==> config.mk <==
export PLATFORM = sky130hd
export DESIGN_NAME = ovn_alu
export DESIGN_NICKNAME = d
export VERILOG_FILES = /design/src/rtl/ovn_pkg.sv /design/src/rtl/ovn_alu.sv
export SDC_FILE = /design/constraint.sdc
export NUM_CORES = 1
export LEC_CHECK = 0
export ABC_AREA = 1
export BUFFER_PORTS_ARGS = -buffer_cell sky130_fd_sc_hd__buf_2
export CORE_MARGIN = 3
export CORE_UTILIZATION = 60
export CTS_BUF_LIST = sky130_fd_sc_hd__clkbuf_4 sky130_fd_sc_hd__clkbuf_8
export DETAILED_ROUTE_END_ITERATION = 6
export GPL_TIMING_DRIVEN = 0
export PLACE_DENSITY = 0.79
export SYNTH_ARGS = -nofsm -noshare
export SYNTH_HDL_FRONTEND = slang
export SYNTH_SLANG_ARGS = --single-unit
==> constraint.sdc <==
create_clock -name clk_i -period 21.5 [get_ports clk_i]
set_input_delay 5.375 -clock clk_i [delete_from_list [all_inputs] [get_ports clk_i]]
set_output_delay 5.375 -clock clk_i [all_outputs]
set_load 0.05 [all_outputs]
==> src/rtl/ovn_pkg.sv <==
// ----------------------------------------------------------------------------
// Octave value noise package
// Shared constants for the octave value noise block.
// ----------------------------------------------------------------------------
package ovn_pkg;

  localparam int unsigned MaxDepthDefault  = 16;
  localparam int unsigned CoordBitsDefault = 12;

  localparam logic [31:0] HashMulA = 32'd15731;
  localparam logic [31:0] HashAddA = 32'd789221;
  localparam logic [31:0] HashAddB = 32'd1376312589;
  localparam logic [31:0] HashMulB = 32'd543;

  // Register indexes on the configuration port.
  localparam logic [1:0] RegWidth  = 2'd0;
  localparam logic [1:0] RegHeight = 2'd1;
  localparam logic [1:0] RegStart  = 2'd2;
  localparam logic [1:0] RegEnd    = 2'd3;

  // Shared unit operations.
  localparam logic [2:0] OpMul = 3'd0;
  localparam logic [2:0] OpAdd = 3'd1;
  localparam logic [2:0] OpXor = 3'd2;

endpackage

==> src/rtl/ovn_alu.sv <==
// ----------------------------------------------------------------------------
// Octave value noise arithmetic unit
// Shared 32-bit wrapping multiply, add and exclusive-or with a result register.
// ----------------------------------------------------------------------------
module ovn_alu import ovn_pkg::*; (
  input  logic        clk_i,
  input  logic [2:0]  op_i,
  input  logic [31:0] a_i,
  input  logic [31:0] b_i,
  output logic [31:0] res_o
);

  logic [31:0] res_d, res_q;

  always_comb begin
    case (op_i)
      OpMul:   res_d = a_i * b_i;
      OpAdd:   res_d = a_i + b_i;
      OpXor:   res_d = a_i ^ b_i;
      default: res_d = a_i;
    endcase
  end

  always_ff @(posedge clk_i) begin
    res_q <= res_d;
  end

  assign res_o = res_q;

endmodule

* Word level (Yosys, flattened, before mapping)
Index checks and enable logic that the tools add are counted.
** Word-level totals
- Bits in registers :: 32
- Word-level logic and storage cells :: 8
- Bits of input ports :: 68
** Cells by class
- Bitwise gates (word level) :: 1
- Equality and inequality tests :: 2
- Reduce and logical (&&, ||, !) cells :: 1
- Multiplexer cells :: 1
- $mul :: 1
- Add/subtract/negate cells :: 1
** Operator list (count)
- 32-bit case mux with 3 select lines :: 1
- 32-bit adder :: 1
- 32-bit by 32-bit multiplier with 32-bit output :: 1
- 32-bit XOR :: 1
- 3-bit by 1-bit == test with 1-bit output, second input constant :: 1
- 3-bit by 2-bit == test with 1-bit output, second input constant :: 1
- 3-bit zero test :: 1

* Depth between registers and ports, before layout
Gate-level depths: netlist of run 1.
- Depth in word-level cells :: 2
- Depth in mapped cells :: 37
- Gate-level depth less buffers :: 36

* Worst setup path before layout of run 1
No wires, ideal clock.
- Path kind :: input-to-reg
- Start point :: input port a_i[12]
- End point :: register res_q[27], in the netlist res_o[27]
- Required time :: 21.375 ns
- Setup time :: 0.125 ns
- Data arrival time :: 11.430 ns
- Slack :: 9.945 ns
- Stages on the path :: 25
- Cell sequence :: clkbuf_1 clkbuf_1 nand2_1 inv_1 fa_1 fa_1 fa_1 inv_1 fa_1 inv_1 fa_1 inv_1 fa_1 inv_1 fa_1 fa_1 ha_1 a21oi_1 o21ai_0 a21oi_1 nand3_1 a21o_1 or2_1 nand3_1 nand4_1
** On the way
- Longest elaborated chain between the ends :: 2
- Elaborated cells on any way between the ends :: 3
- Classes of those cells :: add/sub (1); mul (1); mux (1)
** RTL lines
- start: declaration :: RTL line ovn_alu.sv:8 : input logic [31:0] a_i,
- 32-bit by 32-bit multiplier with 32-bit output or 32-bit adder (tied branches) :: RTL line ovn_alu.sv:17, ovn_alu.sv:18
- 32-bit case mux with 3 select lines * :: RTL line ovn_alu.sv:16 : case (op_i)
- via res_d[27] :: RTL line ovn_alu.sv:13 : logic [31:0] res_d, res_q;
- end signal: assignment :: RTL line ovn_alu.sv:25 : res_q <= res_d;
- end: declaration :: RTL line ovn_alu.sv:13
Mark *: on every way through the listed nets, which the timed path passes. The rest lies on a longest branch.

* Final worst setup path of run 1
- Start point :: input port a_i[3]
- End point :: register res_q[24], in the netlist res_o[24]
The elaborated chain is that of the path after synthesis.

==> results.yml, run 1 <==
sta:
  setup-tns-final_ps: 0
  hold_viol: 0
  max_freq_ghz: 0.0742
  grt_setup_unrepaired: "false"
  slew_viol_final: 0
  min_period_over_period_pct: 62.7
  timing.final.ws_setup_ps: 8020
  worst-slew-pin-transition_ps: 1390
  setup_viol: 0
  slew_headroom_pct: 7.49
  finalWorstPathRequiredPeriod_ps: 13480
setup_path:
  worstPathRequired_ps: 21640
  critical_path.endpoint_type: "flop"
  crit_path_cell_chain: "buf_2 > clkbuf_1 > clkbuf_1 > nand2_1 > inv_1 > fa_1 > fa_1 > fa_1 > inv_1 > fa_1 > inv_1 > fa_1 > inv_1 > fa_1 > inv_1 > fa_1 > fa_1 > ha_1 > a21oi_1 > o21ai_0 > a21oi_1 > nand3_1 > o21ai_0 > nand4_1"
  crit_fanout: 10
  worstSetupPathType: "primary input to flop"
  max_stage_delay_ps: 1040
  cp_max_delay_cell: "sky130_fd_sc_hd__clkbuf_1"
  cpMostUsedCell: "sky130_fd_sc_hd__fa_1"
  arrival_ps: 13620
  path_buf_inv: 8
  critical_path.startpoint_type: "primary input"
  cpLargestDelayFamily: "adder cells"
yosys:
  count_of_flip_flops_with_a_built_in_enable_after_synthesis: 0
  syn_area_per_cell_um2: 7.13
  synthCells: 2802
  yosysWarningCount: 0
  ys_ff_latch: 32
  synth.net_count: 3433
  yosys.cell_types.count: 49
  synth_flop_cell: "sky130_fd_sc_hd__dfxtp_1"
  synth.yosys.seq_area_share_pct: 3.21
  postSynth.asyncResetShare_pct: 0
  synth_area_mm2: 0.0200
grt:
  groute.usage.overall_pct: 42.5
  grt_start_max_net_pins: 11
  grt_first_pass_wirelength_um: 112000
  via_count_of_the_first_global_routing_pass: 19100
  grt_antenna_before_repair: 2
  grt_overflow: 0
layout:
  flow.area_growth_from_synthesis_pct: 5.82
  layout_net_count: 3539
  layout-drive-gt1-share_pct: 6.22
  final_design_area_no_fill_mm2: 0.0211
  number_of_flip_flops_in_the_largest_register: 32
clock_network:
  post_cts_setup_inserts: 0
  cts.clk_slew.worst_paths_ps: 70
  cts_hold_buffers: 0
  count_of_instances_resized_after_the_clock_tree_is_built: 0
  cts.sinks: 32
  numCtsBuffers: 5
  htreeDepth: 2
  tritoncts_clock_tree: "built"
  max-clock-path-buffers: 2
  ctsRootBufferMaster: "sky130_fd_sc_hd__clkbuf_8"
drt:
  drt-initial-drc-count: 1766
  remaining_drc_errors: 0
  final_wirelength_um: 74600
  antenna_violating_nets_post_route: 0
  vias: 18900
  wl_per_cell_um: 22.2
  dr_vias_cell: 5.64
  drt_first_pass_iters: 6
floorplan:
  chipHeight_um: 188
  core.rowCount: 66
  boundaryPins: 100
  die-area_mm2: 0.0355
  floorplan.die.width_um: 188
  start_util_pct: 61.1
  fp.coreArea_mm2: 0.0327
run_status:
  run_status: "complete, no violations"
min_path:
  kind_of_path_behind_the_tightest_hold_check: "primary input to flop"
placed_design:
  hpwl_um: 61900
  place.port_buffers: 99
  postPlaceCellArea_mm2: 0.0210
  placement.setup.worst_slack_ps: 8110
  gp_routability_congestion: 1.08
flow_run:
  reported_max_cap_violation_count: 0
==> cell usage in the layout, fill, tap and decap left out, drive strengths merged, types with 17 or more instances in the layout <==
| cell type | count |
|---|---|
| nand2 | 832 |
| dfxtp | 32 |
| nor3 | 19 |
| o21ai | 77 |
| nand4 | 24 |
| nand3 | 98 |
| nor2 | 52 |
| a21oi | 90 |
| ha | 154 |
| fa | 409 |
| clkbuf | 84 |
| buf | 138 |
| or2 | 17 |
| inv | 809 |
==> tightest hold or removal path, stage by stage <==
cell	delay, ps
sky130_fd_sc_hd__buf_2	120
sky130_fd_sc_hd__nand2_1	50
sky130_fd_sc_hd__nand3_1	80
==> worst paths after layout <==
check	slack, ps	to	from	cells past startpoint
setup / recovery	8020	res_o[24]	a_i[3]	24
hold / removal	5370	res_o[31]	a_i[31]	3
==> area by class of cell <==
type	instances	area, um2
tap	442	553
fill	2991	11600
timing repair buffer	99	495
antenna	1	2.50
clock inverter	2	35.0
inverter	810	3040
buffer	117	500
multi-input combinational	1843	15800
clock buffer	6	76.3
sequential	32	641
==> synth_stat cells, types with 8 or more instances <==
master | instances | area [um2]
sky130_fd_sc_hd__nand2_2 | 8 | 50.1
sky130_fd_sc_hd__nor3_1 | 16 | 80.1
sky130_fd_sc_hd__o2111ai_1 | 16 | 140
sky130_fd_sc_hd__nand2_1 | 824 | 3090
sky130_fd_sc_hd__a21oi_1 | 86 | 430
sky130_fd_sc_hd__nand4_1 | 24 | 150
sky130_fd_sc_hd__o21ai_0 | 64 | 320
sky130_fd_sc_hd__fa_1 | 409 | 8190
sky130_fd_sc_hd__nand3b_1 | 9 | 67.6
sky130_fd_sc_hd__o21ai_1 | 10 | 50.1
sky130_fd_sc_hd__nor2_1 | 51 | 191
sky130_fd_sc_hd__buf_4 | 8 | 60.1
sky130_fd_sc_hd__clkbuf_1 | 75 | 282
sky130_fd_sc_hd__dfxtp_1 | 32 | 641
sky130_fd_sc_hd__nand3_1 | 94 | 470
sky130_fd_sc_hd__inv_2 | 8 | 30.0
sky130_fd_sc_hd__inv_1 | 801 | 3010
sky130_fd_sc_hd__buf_2 | 22 | 110
sky130_fd_sc_hd__ha_1 | 154 | 1930
sky130_fd_sc_hd__buf_1 | 9 | 33.8
==> cells by family after synthesis <==
kind of cell	count (synthesis)	synth area share, %
buffers and inverters	927	17.7
adder cells (fa/ha/maj)	563	50.6
AND/OR/NAND/NOR	1053	21.5
AO/OA/AOI/OAI	214	6.30
XOR/XNOR	13	0.570
flip-flops	32	3.21
==> per-stage QoR <==
stage / cells / util, % / hold WS, ps
2_1_floorplan: 2802 / - / 5500
3_3_place_gp: 3343 / 64.3 / 5650
3_5_place_dp: 3343 / 64.3 / 5660
4_1_cts: 3351 / 64.6 / 5350
5_1_grt: 3351 / 64.6 / 5400
6_report: 3352 / 64.6 / 5370
==> layer usage <==
| metal | track usage, % | wire length (um) | up-vias |
|---|---|---|---|
| met5 | 0 | 18 | - |
| met2 | 64.8 | 32000 | 1171 |
| li1 | - | - | 8317 |
| met1 | 53.3 | 27000 | 9150 |
| met4 | 25.6 | 5970 | 2 |
| met3 | 13.1 | 9610 | 281 |
Power of run 1 is left out: the tool's default activity adds up to more than one toggle a clock period on the data nets, which glitch-free logic cannot reach.
==> run 2, diff against run 1 <==
- ABC_AREA: 1 -> 0
- CORE_UTILIZATION: 60 -> 59
- PLACE_DENSITY: 0.79 -> 0.81
- clock period: 21.5 -> 11.75 ns (I/O delays scaled with it)
==> results.yml, run 2 <==
run_status:
  run_status: "complete, no violations"
sta:
  setup-tns-final_ps: 0
  hold_viol: 0
  worst-slew-pin-transition_ps: 1360
  setup_viol: 0
  finalWorstPathRequiredPeriod_ps: 11640
  slew_headroom_pct: 9.21
  min_period_over_period_pct: 99.0
  slew_viol_final: 0
  grt_setup_unrepaired: "false"
  max_freq_ghz: 0.0859
placed_design:
  postPlaceCellArea_mm2: 0.0197
  gp_routability_congestion: 1.07
  place.port_buffers: 98
  hpwl_um: 55800
clock_network:
  cts.sinks: 32
  numCtsBuffers: 5
  ctsRootBufferMaster: "sky130_fd_sc_hd__clkbuf_8"
  cts.clk_slew.worst_paths_ps: 70
  htreeDepth: 2
  count_of_instances_resized_after_the_clock_tree_is_built: 0
  tritoncts_clock_tree: "built"
  post_cts_setup_inserts: 0
  max-clock-path-buffers: 2
  cts_hold_buffers: 0
setup_path:
  worstSetupPathType: "primary input to flop"
  worstPathRequired_ps: 11920
  arrival_ps: 11810
  max_stage_delay_ps: 710
  cpMostUsedCell: "sky130_fd_sc_hd__fa_1"
  cp_max_delay_cell: "sky130_fd_sc_hd__clkbuf_1"
  crit_fanout: 10
  critical_path.startpoint_type: "primary input"
  critical_path.endpoint_type: "flop"
yosys:
  synth_flop_cell: "sky130_fd_sc_hd__dfxtp_1"
  synth.net_count: 2766
  syn_area_per_cell_um2: 8.77
  synth_area_mm2: 0.0187
  synth_top_cell_by_area: "sky130_fd_sc_hd__fa_1"
  ys_ff_latch: 32
  synth_top_cells_by_count: "sky130_fd_sc_hd__fa_1, sky130_fd_sc_hd__inv_1, sky130_fd_sc_hd__and2_1"
  postSynth.asyncResetShare_pct: 0
  synth.most_common_cell: "sky130_fd_sc_hd__fa_1"
  yosysTopAreaCellShare_pct: 43.7
  count_of_flip_flops_with_a_built_in_enable_after_synthesis: 0
  netlist_top_cells_area: "sky130_fd_sc_hd__fa_1, sky130_fd_sc_hd__ha_1, sky130_fd_sc_hd__and2_1, sky130_fd_sc_hd__inv_1, sky130_fd_sc_hd__nand2_1"
  yosys.cell_types.count: 67
  synth.yosys.seq_area_share_pct: 3.42
  yosysWarningCount: 0
  synthCells: 2135
layout:
  flow.area_growth_from_synthesis_pct: 5.91
  most-common-layout-cells: "sky130_fd_sc_hd__fa_1, sky130_fd_sc_hd__inv_1, sky130_fd_sc_hd__and2_1, sky130_fd_sc_hd__nand2_1, sky130_fd_sc_hd__ha_1"
  layout-drive-gt1-share_pct: 5.04
  ff_latch_area_um2: 641
  layout.cells.most_common: "sky130_fd_sc_hd__fa_1"
  number_of_flip_flops_in_the_largest_register: 32
  final_core_util_pct: 64.2
  final_design_area_no_fill_mm2: 0.0198
  layout_net_count: 2870
  multiInputGateArea_mm2: 0.0162
  fillers: 2647
drt:
  vias: 16100
  remaining_drc_errors: 0
  drt-initial-drc-count: 1730
  final_wirelength_um: 68500
  dr_vias_cell: 6.10
  drt_first_pass_iters: 7
  antenna_violating_nets_post_route: 0
  wl_per_cell_um: 25.9
floorplan:
  boundaryPins: 100
  start_util_pct: 60.6
  chipHeight_um: 184
  die-area_mm2: 0.0339
  core.rowCount: 64
  floorplan.die.width_um: 184
  fp.coreArea_mm2: 0.0309
min_path:
  hold_path_startpoint: "a_i[30]"
  hold_path_depth: 3
  holdPathEnd: "res_o[30]"
  kind_of_path_behind_the_tightest_hold_check: "primary input to flop"
grt:
  via_count_of_the_first_global_routing_pass: 16700
  grt_start_max_net_pins: 12
  grt_antenna_before_repair: 1
  grt_overflow: 0
  groute.usage.overall_pct: 41.3
  grt_first_pass_wirelength_um: 102000
flow_run:
  reported_max_cap_violation_count: 0
run 2: cell types whose count changed after synthesis, moves of 21 or more:
cell and delta:
sky130_fd_sc_hd__clkbuf_1 +28, sky130_fd_sc_hd__xnor2_1 +67, sky130_fd_sc_hd__buf_2 -21, sky130_fd_sc_hd__nand4_1 -23, sky130_fd_sc_hd__xor2_1 +26, sky130_fd_sc_hd__nand3_1 -79
sky130_fd_sc_hd__nand2_1 -562, sky130_fd_sc_hd__o21ai_0 -36, sky130_fd_sc_hd__inv_1 -403, sky130_fd_sc_hd__and2_1 +305
run 2: metrics by stage:
stage	hold WS, ps	cells	worst slack (ps)
final	2980	2641	113
after global routing	2980	2636	47.5
after CTS	2970	2637	320
after detailed placement	3260	2629	52.7
after global placement	3290	2629	41.9
after floorplan	3050	2135	2080
run 2: worst max path at each step:
| stage | depth (start not counted) | endpoint | from | slack (ps) |
|---|---|---|---|---|
| detailed placement | 27 | res_o[26] | a_i[12] | 50 |
| floorplan | 26 | res_o[26] | a_i[12] | 2080 |
| CTS | 27 | res_o[26] | a_i[12] | 320 |
| finish | 27 | res_o[26] | a_i[12] | 110 |
| global placement | 27 | res_o[26] | a_i[12] | 40 |
| global route | 27 | res_o[26] | a_i[12] | 50 |
run 2: cell type report:
class | count | share of cell area (%)
clock inverters | 3 | 0.214
flip-flops and latches | 32 | 3.23
well taps | 396 | 2.50
diodes | 5 | 0.0631
clock buffers | 5 | 0.347
multi-input cells | 1596 | 81.6
repair buffers | 98 | 2.47
plain buffers | 108 | 2.09
inverters | 398 | 7.53
run 2: per-layer routing:
metal,up-vias,wire [um],GRT usage (%)
met5,-,0,0
met2,1154,29200,61.7
met1,7942,25100,53.9
li1,6722,-,-
met3,299,9030,12.5
met4,0,5050,23.4
run 2: worst max-delay path, delay by kind of cell:
kind	cells	cell delay [ps]
multiplexers	1	170
AO/OA/AOI/OAI	7	2110
AND/OR/NAND/NOR	2	360
adder cells (fa/ha/maj)	9	4210
XOR/XNOR	1	290
buffers and inverters	7	1710
run 2: cells by family after synthesis:
family,count (synthesis),share of synthesized area [%]
simple gates,672,18.2
fa+ha+maj,563,54.0
buf+inv,507,10.2
compound gates,246,8.59
xor+xnor,108,5.20
flops,32,3.42
mux,7,0.381
Power of run 2 is left out for the same reason.
==> run 3, diff against run 2 <==
- RECOVER_POWER: default -> 50
==> results.yml, run 3 (same netlist as run 2, synthesis figures left out) <==
floorplan:
  die-area_mm2: 0.0339
  chipHeight_um: 184
  floorplan.die.width_um: 184
  core.rowCount: 64
  start_util_pct: 60.6
  boundaryPins: 100
  fp.coreArea_mm2: 0.0309
layout:
  flow.area_growth_from_synthesis_pct: 5.68
  finalNonFillerCells: 2640
  most-common-layout-cells: "sky130_fd_sc_hd__fa_1, sky130_fd_sc_hd__inv_1, sky130_fd_sc_hd__and2_1, sky130_fd_sc_hd__nand2_1, sky130_fd_sc_hd__ha_1"
  layout_net_count: 2870
  number_of_flip_flops_in_the_largest_register: 32
  layout.cells.most_common: "sky130_fd_sc_hd__fa_1"
  layout-drive-gt1-share_pct: 3.62
grt:
  groute.usage.overall_pct: 41.3
  via_count_of_the_first_global_routing_pass: 16700
  grt_overflow: 0
  grt_first_pass_wirelength_um: 102000
  grt_antenna_before_repair: 1
  grt_start_max_net_pins: 12
clock_network:
  htreeDepth: 2
  cts.clk_slew.worst_paths_ps: 70
  ctsRootBufferMaster: "sky130_fd_sc_hd__clkbuf_8"
  cts_hold_buffers: 0
  max-clock-path-buffers: 2
  post_cts_setup_inserts: 0
  numCtsBuffers: 5
  cts.sinks: 32
  count_of_instances_resized_after_the_clock_tree_is_built: 0
  tritoncts_clock_tree: "built"
drt:
  remaining_drc_errors: 0
  drt-initial-drc-count: 1734
  vias: 16100
  final_wirelength_um: 68400
  drt_first_pass_iters: 6
  dr_vias_cell: 6.09
  antenna_violating_nets_post_route: 0
  wl_per_cell_um: 25.9
setup_path:
  cpMostUsedCell: "sky130_fd_sc_hd__fa_1"
  critical_path_depth: 27
  critical_path.endpoint_type: "flop"
  max_stage_delay_ps: 680
  crit_fanout: 10
  cp_max_delay_cell: "sky130_fd_sc_hd__clkbuf_1"
  cpLargestDelayFamily: "adder cells"
  critical_path.startpoint_type: "primary input"
  path_buf_inv: 7
  arrival_ps: 11810
  worstSetupPathType: "primary input to flop"
  worstPathRequired_ps: 11920
sta:
  hold_viol: 0
  finalWorstPathRequiredPeriod_ps: 11640
  setup-tns-final_ps: 0
  max_freq_ghz: 0.0859
  worst-slew-pin-transition_ps: 1370
  slew_viol_final: 0
  slew_headroom_pct: 8.94
  setup_viol: 0
  grt_setup_unrepaired: "false"
  min_period_over_period_pct: 99.1
placed_design:
  hpwl_um: 55800
  place.port_buffers: 98
  numPlacedInstances: 2629
  gp_routability_congestion: 1.07
min_path:
  kind_of_path_behind_the_tightest_hold_check: "primary input to flop"
  holdPathEnd: "res_o[30]"
  hold_path_startpoint: "a_i[30]"
  hold_path_depth: 3
run_status:
  run_status: "complete, no violations"
flow_run:
  reported_max_cap_violation_count: 0
run 3: cell types whose count changed in the layout (fill, tap and decap cells not counted), sizes merged:
cell,before,now
buf,104,72
clkbuf,107,139
diode,5,4
run 3: worst max path at each step:
stage / end / from
global placement: res_o[26] / a_i[12]
CTS: res_o[26] / a_i[12]
finish: res_o[26] / a_i[12]
detailed placement: res_o[26] / a_i[12]
global route: res_o[26] / a_i[12]
floorplan: res_o[26] / a_i[12]
run 3: area by class of cell:
| class | count | area (um2) |
|---|---|---|
| multi-input cells | 1596 | 16200 |
| repair buffers | 98 | 450 |
| fillers | 2669 | 11100 |
| inverters | 398 | 1490 |
| well taps | 396 | 495 |
| diodes | 4 | 10.0 |
| clock inverters | 3 | 42.5 |
| clock buffers | 5 | 68.8 |
| flip-flops and latches | 32 | 641 |
| plain buffers | 108 | 414 |
run 3: per-stage QoR:
stage                     worst slack (ps)  area, um2  util, %  hold slack [ps]
final                                  106      19800     64.0             2980
after detailed placement              52.7      19700     63.8             3260
after CTS                              320      19800     64.1             2970
after floorplan                       2080      18700        -             3050
after global routing                  47.5      19800     64.0             2980
after global placement                41.9      19700     63.8             3290
run 3: metal layers:
layer | routed length (um) | global-route usage [%] | share of wire, %
met1 | 25200 | 53.9 | 37
met2 | 28900 | 61.7 | 42
met3 | 9100 | 12.5 | 13
met4 | 5160 | 23.4 | 7.5
met5 | 0 | 0 | 0
Power of run 3 is left out for the same reason.
