$ cat config.mk
export PLATFORM = sky130hd
export DESIGN_NAME = ovn_divider
export DESIGN_NICKNAME = d
export VERILOG_FILES = /design/src/rtl/ovn_pkg.sv /design/src/rtl/ovn_divider.sv
export SDC_FILE = /design/constraint.sdc
export NUM_CORES = 1
export LEC_CHECK = 0
export ABC_AREA = 1
export ABC_CLOCK_PERIOD_IN_PS = 2800
export BUFFER_PORTS_ARGS = -buffer_cell sky130_fd_sc_hd__buf_2
export CAP_MARGIN = 25
export CORE_ASPECT_RATIO = 0.7
export CORE_UTILIZATION = 53
export DETAILED_ROUTE_END_ITERATION = 6
export GPL_TIMING_DRIVEN = 0
export PLACE_DENSITY = 0.8
export RECOVER_POWER = 100
export SYNTH_ARGS = -nofsm -noshare
export SYNTH_HDL_FRONTEND = slang
export SYNTH_SLANG_ARGS = --single-unit
$ cat constraint.sdc
create_clock -name clk_i -period 2.8 [get_ports clk_i]
set_input_delay 0.14 -clock clk_i [delete_from_list [all_inputs] [get_ports clk_i]]
set_output_delay 0.14 -clock clk_i [all_outputs]
set_load 0.03 [all_outputs]
$ cat src/rtl/ovn_pkg.sv
// ----------------------------------------------------------------------------
// Octave value noise package
// Shared constants for the octave value noise block.
// ----------------------------------------------------------------------------
package ovn_pkg;

  localparam int unsigned MaxDepthDefault  = 16;
  localparam int unsigned CoordBitsDefault = 12;

  localparam logic [31:0] HashMulA = 32'd15731;
  localparam logic [31:0] HashAddA = 32'd789221;
  localparam logic [31:0] HashAddB = 32'd1376312589;
  localparam logic [31:0] HashMulB = 32'd543;

  // Register indexes on the configuration port.
  localparam logic [1:0] RegWidth  = 2'd0;
  localparam logic [1:0] RegHeight = 2'd1;
  localparam logic [1:0] RegStart  = 2'd2;
  localparam logic [1:0] RegEnd    = 2'd3;

  // Shared unit operations.
  localparam logic [2:0] OpMul = 3'd0;
  localparam logic [2:0] OpAdd = 3'd1;
  localparam logic [2:0] OpXor = 3'd2;

endpackage

$ cat src/rtl/ovn_divider.sv
// ----------------------------------------------------------------------------
// Octave value noise divider
// Restoring divider, one quotient bit per cycle, for cell and weight terms.
// ----------------------------------------------------------------------------
module ovn_divider import ovn_pkg::*; #(
  parameter int unsigned NumBits = 32
) (
  input  logic               clk_i,
  input  logic               rst_ni,
  input  logic               start_i,
  input  logic [NumBits-1:0] dividend_i,
  input  logic [12:0]        divisor_i,
  output logic               done_o,
  output logic [NumBits-1:0] quot_o,
  output logic [12:0]        rem_o
);

  localparam int unsigned CntBits = $clog2(NumBits + 1);

  logic [NumBits-1:0] quot_q, quot_d;
  logic [13:0]        rem_q, rem_d;
  logic [12:0]        div_q, div_d;
  logic [CntBits-1:0] cnt_q, cnt_d;
  logic               busy_q, busy_d;
  logic               done_q, done_d;
  logic [13:0]        trial;

  always_comb begin
    quot_d = quot_q;
    rem_d  = rem_q;
    div_d  = div_q;
    cnt_d  = cnt_q;
    busy_d = busy_q;
    done_d = 1'b0;
    trial  = {rem_q[12:0], quot_q[NumBits-1]};
    if (start_i) begin
      quot_d = dividend_i;
      rem_d  = '0;
      div_d  = divisor_i;
      cnt_d  = CntBits'(NumBits);
      busy_d = 1'b1;
    end else if (busy_q) begin
      quot_d = {quot_q[NumBits-2:0], 1'b0};
      if (trial >= {1'b0, div_q}) begin
        rem_d     = trial - {1'b0, div_q};
        quot_d[0] = 1'b1;
      end else begin
        rem_d = trial;
      end
      cnt_d = cnt_q - 1'b1;
      if (cnt_q == CntBits'(1)) begin
        busy_d = 1'b0;
        done_d = 1'b1;
      end
    end
  end

  always_ff @(posedge clk_i or negedge rst_ni) begin
    if (!rst_ni) begin
      busy_q <= 1'b0;
      done_q <= 1'b0;
      cnt_q  <= '0;
    end else begin
      busy_q <= busy_d;
      done_q <= done_d;
      cnt_q  <= cnt_d;
    end
  end

  always_ff @(posedge clk_i) begin
    quot_q <= quot_d;
    rem_q  <= rem_d;
    div_q  <= div_d;
  end

  assign done_o = done_q;
  assign quot_o = quot_q;
  assign rem_o  = rem_q[12:0];

endmodule

# --- Yosys cells after proc, flatten, opt, wreduce, memory -nomap -nowiden ---
# Cells that the tools add are included.
classes:
  add_sub_neg: 2
  n_lt_le_gt_ge: 1
  eq_ne: 1
  n_mux: 12
  n_reduce_logical: 1
op_table:
  columns: ["op", "n"]
  rows:
  - ["two-way mux 32 bit", 2]
  - ["greater-or-equal comparator 14 x 13 -> 1 bit", 1]
  - ["two-way mux 13 bit", 1]
  - ["subtractor 13 bit", 1]
  - ["two-way mux 6 bit", 2]
  - ["two-way mux 1 bit", 7]
  - ["== test 6 x 1 -> 1 bit, second input constant", 1]
  - ["subtractor 6 x 1 -> 6 bit, second input constant", 1]
  - ["nonzero test 2 bit", 1]
totals:
  regBits: 66
  input_bits: 48

# --- Logic depth before layout (Yosys ltp) ---
# Gate-level depths: netlist of run 1.
depth:
  word_depth: 4
  depth_mapped: 14
  mapped_depth_nobuf: 13

# --- Worst setup path after synthesis of run 1 ---
# OpenSTA, ideal clock, no wires.
synth_timing:
  path_type: "reg2reg"
  startpoint: "register quot_q[31] (netlist: quot_o[31])"
  endpoint: "register quot_q[0] (netlist: quot_o[0]), data pin"
  setup_ns: 0.253
  t_arrival_ns: 1.958
  slack_ns: 0.589
  path_stages_with_launch: 14
  path_buffers: 1
  synth_period_minus_slack_ns: 2.211
  path_cell_list: "edfxtp_1 inv_1 ha_1 inv_1 fa_1 nand2_1 nand2_1 nand3_1 nand2_1 nand2_4 nand3_4 buf_8 nand2_1 nand2_1"
synth_via:
  elab_chain_cells: 4
synth_lines:
  columns: ["element", "line_no", "rtl"]
  rows:
  - ["start, declared", "ovn_divider.sv:20", "logic [NumBits-1:0] quot_q, quot_d;"]
  - ["start signal, assigned", "ovn_divider.sv:71", "quot_q <= quot_d;"]
  - ["greater-or-equal comparator 14 x 13 -> 1 bit", "ovn_divider.sv:44", "if (trial >= {1'b0, div_q}) begin"]
  - ["two-way mux 1 bit", "ovn_divider.sv:44", null]
  - ["two-way mux 32 bit", "ovn_divider.sv:42", "end else if (busy_q) begin"]
  - ["two-way mux 32 bit", "ovn_divider.sv:36", "if (start_i) begin"]
  - ["named net quot_d[0]", "ovn_divider.sv:20", null]
# The timed path passes the listed nets, and every way through them passes these cells. The select of a mux whose other input is x is not followed.
# A chain may end at the register's enable or synchronous reset.

# --- Worst setup path in the final report of run 1 ---
layout_timing:
  startpoint: "register quot_q[31] (netlist: quot_o[31])"
  endpoint: "register rem_q[11]"
layout_via:
  elab_chain_cells: 2
  elab_cells_between_ends: 3
layout_lines:
  columns: ["element", "line_no", "rtl"]
  rows:
  - ["subtractor 13 bit / greater-or-equal comparator 14 x 13 -> 1 bit (equally long branches)", "ovn_divider.sv:45, ovn_divider.sv:44", null]
  - ["two-way mux 13 bit (*)", "ovn_divider.sv:44", null]
  - ["end signal, assigned", "ovn_divider.sv:72", "rem_q <= rem_d;"]
  - ["end, declared", "ovn_divider.sv:21", "logic [13:0] rem_q, rem_d;"]
# Mark *: on every way between the ends. The rest lies on a longest branch, timed or not.

==> results.sh, run 1 <==
export IMPL_first_pass_iters=5
export IMPL_coreArea_sq_um=6756
export IMPL_clock_latency_ns=0.34
export IMPL_routedWlPerCell_um=13.36
export IMPL_finalClockSkew_ns=0.008112
export IMPL_final_common_cell="nand2_1"
export IMPL_dieArea_sq_um=7322
export IMPL_cts_tree="yes"
export IMPL_pwr_share_seq_pct=36.4
export IMPL_synth_yosys_seq_area_share_pct=48.99
export IMPL_synth_edff_count=45
export IMPL_status="completed"
export IMPL_synth_cell_types=36
export IMPL_syn_cell_area_sq_um=3699
export IMPL_ioPinCount=94
export IMPL_fp_dieH_um=71.89
export IMPL_worstPathMaxFanout=10
export IMPL_finalCriticalPeriod_ns=2.376
export IMPL_htreeDepth=3
export IMPL_fp_dieW_um=101.8
export IMPL_grt_pass1_vias=2993
export IMPL_fmax_ghz=0.4209
export IMPL_grt_setup_unrepaired="no"
export IMPL_grt_pass1_wl_um=14230
export IMPL_layout_common_cells="nand2_1, inv_1, clkbuf_1, buf_2, edfxtp_1"
export IMPL_drive_gt1_share_pct=14.66
export IMPL_setup_viol=0
export IMPL_ys_async_sr_fraction_pct=12.12
export IMPL_switching_share_pct=44.06
export IMPL_cts_root_buf="clkbuf_8"
export IMPL_fp_row_count=25
export IMPL_yosysTopAreaCellShare_pct=36.54
export IMPL_slew_headroom_pct=39.49
export IMPL_final_nets=639
export IMPL_globalplace_congestion=0.9410
export IMPL_p_leak_nw=2.307
export IMPL_finalHoldViolCount=0
export IMPL_hpwl_um=6561
export IMPL_start_util_pct=54.74
export IMPL_clockPowerShare_pct=20.5
export IMPL_peakVddDrop_mv=0.3968
export IMPL_period_share_pct=84.85
export IMPL_numClockSinks=66
export IMPL_cp_start_kind="register"
export IMPL_clk_path_buf_depth=2
export IMPL_cts_resized=0
export IMPL_hp_class="in -> reg"
export IMPL_ant_nets=0
export IMPL_ys_seq_elements=66
export IMPL_area_delta_synth_final_pct=23.21
export IMPL_diodes=0
export IMPL_final_util_pct=67.44
export IMPL_powerDensity_nw_per_um2=810.1
export IMPL_setup_worst_path_class="reg -> reg"
export IMPL_whs_ns=0.06298
export IMPL_synthFlopType="edfxtp_1"
export IMPL_grt_start_max_net_pins=24
export IMPL_ys_top_cells_by_area="edfxtp_1, nand2_1, inv_1"
export IMPL_antenna_found_initial=0
export IMPL_cts_buffers_inserted=9
export IMPL_drc_errors=0
export IMPL_syn_num_nets=520
export IMPL_cap_violations=0
export IMPL_numPortBuffers=93
export IMPL_vias=3354
export IMPL_synth_top_cell_by_area="edfxtp_1"
export IMPL_layoutNonFillerInstCount=674
export IMPL_gr_total_overflow=0
export IMPL_required_ns=3.03
export IMPL_critPathCaptureType="register"
export IMPL_postCtsSetupRepairBufs=0
export IMPL_tightest_slew_ns=0.9076
export IMPL_syn_avg_cell_area_sq_um=8.111
export IMPL_worst_ep_arrival_time_ns=2.61
export IMPL_yosys_warnings=0
export IMPL_setup_tns_ns=0
export IMPL_clk_pin_slew_ns=0.08
export IMPL_viasPerCell=4.976
export IMPL_drv_slew=0
export IMPL_grtUsageTotal_pct=25.69
export IMPL_synthCells=456
export IMPL_drt_initial_drc_count=263
export IMPL_power_internal_mw=2.065
export IMPL_post_place_cells=644
export IMPL_p_sw_mw=1.627
export IMPL_pwr_share_comb_pct=43.1
export IMPL_totalWireLength_um=9006
## routing by layer
layer | part of all wire (%) | GRT usage, % | vias up
li1 | - | - | 1681
met1 | 48 | 37.83 | 1540
met2 | 44 | 37.31 | 123
met3 | 7.3 | 5.684 | 10
met4 | 1.4 | 9.524 | 0
met5 | 0 | 0 | -
## critical path, cell delays in order (launching register included)
cell and delay (ns):
edfxtp_1 0.40, inv_1 0.10, ha_1 0.15, inv_1 0.08
fa_1 0.44, nand2_1 0.09, nand2_1 0.06, nand3_1 0.07
nand2_1 0.08, nand2_1 0.17, buf_2 0.28, nand4_1 0.12
nand3_1 0.15, nand2_1 0.06
## cell type report
type,count,area [sq um]
multi-input combinational,304,1529
buffer,12,63.81
clock buffer,9,123.9
fill,605,2200
sequential,66,1812
clock inverter,7,60.06
timing repair buffer,108,573.1
inverter,74,277.8
tap,94,117.6
## final timing paths
kind | start | to | slack (ns) | cells after the start
worst min-delay path | dividend_i[28] | quot_o[28] | 0.06 | 3
min in group asynchronous | rst_ni | done_o | 0.23 | 2
worst max register to register | quot_o[31] | rem_q[11] | 0.42 | 13
worst max-delay path | quot_o[31] | rem_q[11] | 0.42 | 13
worst min register to register | rem_q[12] | rem_q[12] | 0.49 | 2
max in group asynchronous | rst_ni | cnt_q[1] | 2.27 | 2
## flip-flops by register name, indices dropped and copies added, names as in the netlist
signal	flops
quot_o	32
rem_q	13
done_o	1
busy_q	1
cnt_q	6
div_q	13
## timing repair
action / CTS / global route
hold buffers: 14 / 0
hold endpoints to repair: 21 / 0
endpoints found under the setup margin: 0 / 0
## cell usage after synthesis (2+ instances only)
cell and number:
nor2_1 12, o21ai_0 8, nand3_2 6, dfxtp_1 13, inv_1 71, clkbuf_1 5
nor3_1 2, dfrtp_1 8, nor2_2 2, edfxtp_1 45, nand3_1 23, nor2_4 2
buf_2 4, a21oi_1 7, nand2_1 190, inv_2 2, nand2_2 3, ha_1 15
nand4_1 16, xnor2_1 3, nand3_4 2, xor2_1 3
## logic make-up after synthesis
| group | after synthesis | synth area share, % |
|---|---|---|
| adders and majority gates | 16 | 5.616 |
| AOI/OAI and AO/OA | 19 | 3.011 |
| xor gates and xnor gates | 6 | 1.421 |
| buffers and inverters | 86 | 9.269 |
| and+or+nand+nor | 263 | 31.70 |
| DFF | 66 | 48.99 |
## stage by stage
step / area (sq um) / worst slack [ns] / power, mW
2_1_floorplan: 3699 / 0.5888 / 2.527
3_3_place_gp: 4282 / 0.4007 / 2.895
3_5_place_dp: 4309 / 0.5695 / 2.941
4_1_cts: 4633 / 0.5413 / 3.724
5_1_grt: 4557 / 0.2149 / 3.918
6_report: 4557 / 0.4243 / 3.692
## power by group through the flow
| stage | Sequential, mW | Combinational (mW) | Clock (mW) |
|---|---|---|---|
| floorplan | 1.58 | 0.942 | 0 |
| global placement | 1.35 | 1.54 | 0 |
| detailed placement | 1.36 | 1.58 | 0 |
| CTS | 1.34 | 1.62 | 0.771 |
| global route | 1.36 | 1.74 | 0.809 |
| finish | 1.34 | 1.59 | 0.757 |
Power figures use the tool's default switching activity.
==> inputs of run 2 (changes only) <==
- ABC_CLOCK_PERIOD_IN_PS: 2800 -> 2400
- clock period: 2.8 -> 2.4 ns (I/O delays scaled with it)
==> results.sh, run 2 (same netlist as run 1, synthesis figures left out) <==
export IMPL_pwr_share_seq_pct=36.2
export IMPL_grt_pass1_vias=2993
export IMPL_cts_root_buf="clkbuf_8"
export IMPL_cts_tree="yes"
export IMPL_cap_violations=0
export IMPL_area_delta_synth_final_pct=23.82
export IMPL_clock_latency_ns=0.34
export IMPL_grtUsageTotal_pct=25.69
export IMPL_antenna_found_initial=0
export IMPL_fmax_ghz=0.4518
export IMPL_met1_usage_pct=37.83
export IMPL_cpPeakStageDelay_ns=0.41
export IMPL_power_internal_mw=2.414
export IMPL_worstPathMaxFanout=10
export IMPL_n_fill_cell=597
export IMPL_vias=3365
export IMPL_gr_total_overflow=0
export IMPL_fp_dieH_um=71.89
export IMPL_pwr_share_comb_pct=43.3
export IMPL_coreArea_sq_um=6756
export IMPL_crit_chain="inv_1 > ha_1 > inv_1 > fa_2 > nand2_1 > nand2_1 > nand3_1 > nand2_1 > nand2_4 > clkbuf_4 > nand4_1 > nand3_1 > nand2_1"
export IMPL_numPortBuffers=93
export IMPL_drc_errors=0
export IMPL_finalCriticalPeriod_ns=2.213
export IMPL_drive_gt1_share_pct=15.32
export IMPL_peakVddDrop_mv=0.4634
export IMPL_dieArea_sq_um=7322
export IMPL_largest_register_ffs=32
export IMPL_switching_share_pct=44.19
export IMPL_grt_setup_unrepaired="no"
export IMPL_hp_class="in -> reg"
export IMPL_status="completed"
export IMPL_clockPowerShare_pct=20.5
export IMPL_start_util_pct=54.74
export IMPL_cp_start_kind="register"
export IMPL_gr_max_usage_layer="met1"
export IMPL_p_sw_mw=1.912
export IMPL_hpwl_um=6561
export IMPL_period_share_pct=92.22
export IMPL_grt_pass1_wl_um=14230
export IMPL_finalClockSkew_ns=0.007939
export IMPL_fp_row_count=25
export IMPL_first_pass_iters=5
export IMPL_worst_ep_arrival_time_ns=2.45
export IMPL_viasPerCell=4.985
export IMPL_grt_start_max_net_pins=24
export IMPL_final_area_sq_um=4579
export IMPL_met2_usage_pct=37.31
export IMPL_ioPinCount=94
export IMPL_grt_use_met3_pct=5.684
export IMPL_p_leak_nw=2.326
export IMPL_final_util_pct=67.78
export IMPL_slew_headroom_pct=39.84
export IMPL_setup_tns_ns=0
export IMPL_final_common_cell="nand2_1"
export IMPL_cp_common_cell="nand2_1"
export IMPL_final_nets=640
export IMPL_tightest_slew_ns=0.9025
export IMPL_numClockSinks=66
export IMPL_routedWlPerCell_um=13.44
export IMPL_setup_worst_path_class="reg -> reg"
export IMPL_htreeDepth=3
export IMPL_layout_common_cells="nand2_1, inv_1, clkbuf_1, buf_2, edfxtp_1"
export IMPL_setup_viol=0
export IMPL_drt_initial_drc_count=226
export IMPL_drv_slew=0
export IMPL_clk_path_buf_depth=2
export IMPL_crit_slowest_cell="edfxtp_1"
export IMPL_clk_pin_slew_ns=0.08
export IMPL_finalHoldViolCount=0
export IMPL_ant_nets=0
export IMPL_place_area_sq_um=4309
export IMPL_critPathCaptureType="register"
export IMPL_fp_dieW_um=101.8
export IMPL_powerDensity_nw_per_um2=944.6
export IMPL_required_ns=2.63
export IMPL_totalWireLength_um=9073
export IMPL_diodes=0
export IMPL_cts_buffers_inserted=9
export IMPL_globalplace_congestion=0.9410
run 2: path summary, 6_finish.rpt:
path | from | end | slack, ns | cells after the start
hold reg to reg | rem_q[12] | rem_q[12] | 0.50 | 2
setup reg to reg | quot_o[31] | rem_q[11] | 0.19 | 13
min in group asynchronous | rst_ni | done_o | 0.22 | 2
setup / recovery | quot_o[31] | rem_q[11] | 0.19 | 13
max in group asynchronous | rst_ni | cnt_q[1] | 1.89 | 2
hold / removal | dividend_i[28] | quot_o[28] | 0.04 | 3
run 2: timing repair:
action	in CTS	in global routing
hold buffers	14	0
gates resized for setup	0	2
endpoints found under the setup margin	0	11
buffers inserted	0	1
endpoints found under the hold margin	21	0
run 2: worst max-delay path: cells and delay by family (launching register included):
| kind | cells | cell delay [ns] |
|---|---|---|
| fa+ha+maj | 2 | 0.53 |
| flops | 1 | 0.41 |
| simple gates | 8 | 0.74 |
| buf+inv | 3 | 0.41 |
run 2: layout make-up:
cell class                      count  area [sq um]  area share [%]
Sequential cell                    66          1812           39.56
Tap cell                           94         117.6           2.568
Timing Repair Buffer              109         580.6           12.68
Clock inverter                      7         60.06           1.311
Buffer                             12         66.31           1.448
Inverter                           74         277.8           6.066
Multi-Input combinational cell    304          1541           33.66
Clock buffer                        9         123.9           2.705
run 2: stage by stage:
step | hold WS [ns] | cells | setup WS [ns] | power, mW
CTS | 0.02449 | 674 | 0.1413 | 4.345
global placement | -0.02844 | 643 | 0.02066 | 3.378
floorplan | -0.1756 | 456 | 0.1888 | 2.949
finish | 0.04374 | 675 | 0.1867 | 4.326
detailed placement | -0.02968 | 644 | 0.1695 | 3.431
global route | 0.02828 | 675 | 0.01368 | 4.581
run 2: power groups by stage:
stage	combinational [mW]	sequential, mW	clock [mW]
6_report	1.87	1.57	0.885
5_1_grt	2.05	1.59	0.944
4_1_cts	1.89	1.56	0.900
3_5_place_dp	1.85	1.58	0
3_3_place_gp	1.80	1.58	0
2_1_floorplan	1.10	1.85	0
run 2: routing by layer:
metal	up-vias	wire length [um]
met3	12	617
met2	121	3950
met4	0	143
met1	1552	4360
met5	-	0
li1	1680	-
==> inputs of run 3 (changes only) <==
- SETUP_SLACK_MARGIN: unset -> 0.5
==> results.sh, run 3 (same netlist as run 1, synthesis figures left out) <==
export IMPL_grt_setup_unrepaired="yes"
export IMPL_layout_common_cells="nand2_1, inv_1, clkbuf_1, buf_2, edfxtp_1"
export IMPL_finalCriticalPeriod_ns=2.130
export IMPL_setup_tns_ns=0
export IMPL_viasPerCell=5.087
export IMPL_numPortBuffers=93
export IMPL_fin_ws_ns=0.2700
export IMPL_finalClockSkew_ns=0.008605
export IMPL_hp_class="in -> reg"
export IMPL_grt_use_met3_pct=6.166
export IMPL_final_nets=652
export IMPL_tightest_slew_ns=0.8700
export IMPL_routedWlPerCell_um=14.38
export IMPL_crit_chain="ha_1 > nand2_2 > inv_2 > nand2_2 > nor2_4 > nand3_4 > nand3_4 > clkbuf_2 > nand3_1 > nand3_2 > nand2_1"
export IMPL_dieArea_sq_um=7322
export IMPL_slew_headroom_pct=42.00
export IMPL_crit_slowest_cell="ha_1"
export IMPL_cap_violations=0
export IMPL_status="completed"
export IMPL_ant_nets=0
export IMPL_cp_start_kind="register"
export IMPL_cp_top_family="simple AND/OR/NAND/NOR gates"
export IMPL_hpwl_um=6480
export IMPL_fmax_ghz=0.4695
export IMPL_critPathCaptureType="register"
export IMPL_vias=3495
export IMPL_worst_ep_arrival_time_ns=2.38
export IMPL_diodes=0
export IMPL_worstPathMaxFanout=5
export IMPL_gr_total_overflow=0
export IMPL_n_fill_cell=527
export IMPL_drt_initial_drc_count=280
export IMPL_grt_start_max_net_pins=27
export IMPL_met2_usage_pct=42.34
export IMPL_finalHoldViolCount=0
export IMPL_start_util_pct=54.74
export IMPL_cts_root_buf="clkbuf_8"
export IMPL_setup_worst_path_class="reg -> reg"
export IMPL_drc_errors=0
export IMPL_htreeDepth=3
export IMPL_gr_max_usage_layer="met2"
export IMPL_drive_gt1_share_pct=20.91
export IMPL_globalplace_congestion=0.9301
export IMPL_clock_latency_ns=0.35
export IMPL_ioPinCount=94
export IMPL_setup_viol=0
export IMPL_antenna_found_initial=0
export IMPL_first_pass_iters=5
export IMPL_coreArea_sq_um=6756
export IMPL_grtUsageTotal_pct=27.02
export IMPL_numClockSinks=66
export IMPL_grt_pass1_vias=3182
export IMPL_pre_cts_ws_ns=0.2616
export IMPL_final_common_cell="nand2_1"
export IMPL_fp_row_count=25
export IMPL_path_buf_inv=2
export IMPL_cts_buffers_inserted=9
export IMPL_clk_path_buf_depth=2
export IMPL_fp_dieW_um=101.8
export IMPL_grt_pass1_wl_um=14910
export IMPL_totalWireLength_um=9879
export IMPL_final_util_pct=70.80
export IMPL_area_delta_synth_final_pct=29.33
export IMPL_p_leak_nw=2.405
export IMPL_powerDensity_nw_per_um2=996.1
export IMPL_fp_dieH_um=71.89
export IMPL_cts_tree="yes"
export IMPL_clk_pin_slew_ns=0.08
export IMPL_drv_slew=0
export IMPL_largest_register_ffs=32
export IMPL_peakVddDrop_mv=0.5041
export IMPL_met1_usage_pct=36.23
export IMPL_required_ns=2.65
export IMPL_period_share_pct=88.75
export IMPL_cpPeakStageDelay_ns=0.42
[run 3: layer usage]
layer | share of wire, % | vias to the layer above
met5 | 0 | -
met1 | 45 | 1606
met4 | 2.1 | 0
met2 | 46 | 157
met3 | 7.5 | 24
li1 | - | 1708
[run 3: path summary, 6_finish.rpt]
kind                              endpoint            from  slack [ns]  cells after the start
worst min-delay path            quot_o[13]  dividend_i[13]        0.03                      3
worst max-delay path              rem_q[9]        rem_q[9]        0.27                     11
worst min register to register    rem_q[8]        rem_q[8]        0.50                      2
min in group asynchronous         cnt_q[4]          rst_ni        0.21                      2
max in group asynchronous           done_o          rst_ni        1.88                      2
worst max register to register    rem_q[9]        rem_q[9]        0.27                     11
[run 3: final cells by class]
class                      instances  area, sq um  share of cell area (%)
buffer                            12        70.07                   1.465
clock buffer                      10        127.6                   2.668
clock inverter                     6        91.34                   1.909
inverter                          74        281.5                   5.885
multi-input combinational        304         1638                   34.24
sequential                        66         1812                   37.88
tap                               94        117.6                   2.459
timing repair buffer             121        645.6                   13.50
[run 3: tightest hold or removal path, delay by kind of cell]
| kind | cells | cell delay [ns] |
|---|---|---|
| simple gates | 2 | 0.09 |
| buf+inv | 1 | 0.07 |
[run 3: stage by stage]
| step | hold WS (ns) | area (sq um) | power, mW | std cells |
|---|---|---|---|---|
| detailed placement | -0.02867 | 4314 | 3.428 | 644 |
| CTS | 0.02468 | 4857 | 4.742 | 684 |
| floorplan | -0.1756 | 3704 | 2.956 | 456 |
| finish | 0.02901 | 4783 | 4.765 | 687 |
| global placement | -0.03163 | 4287 | 3.360 | 643 |
| global route | 0.03100 | 4783 | 4.989 | 687 |
[run 3: power breakdown]
group	switching, mW	internal, mW	leakage, nW	total (mW)
Combinational	1.42	0.712	1.62	2.13
Clock	0.477	0.587	0.0987	1.06
Sequential	0.147	1.42	0.684	1.57
[run 3: timing repair]
action                                  in CTS  in global routing
endpoints found under the setup margin      39                 14
hold buffers                                14                  0
buffers inserted                             9                  3
pin swaps                                   10                 10
gates resized for setup                     24                 11
hold endpoints to repair                    21                  0
cloned                                       1                  0
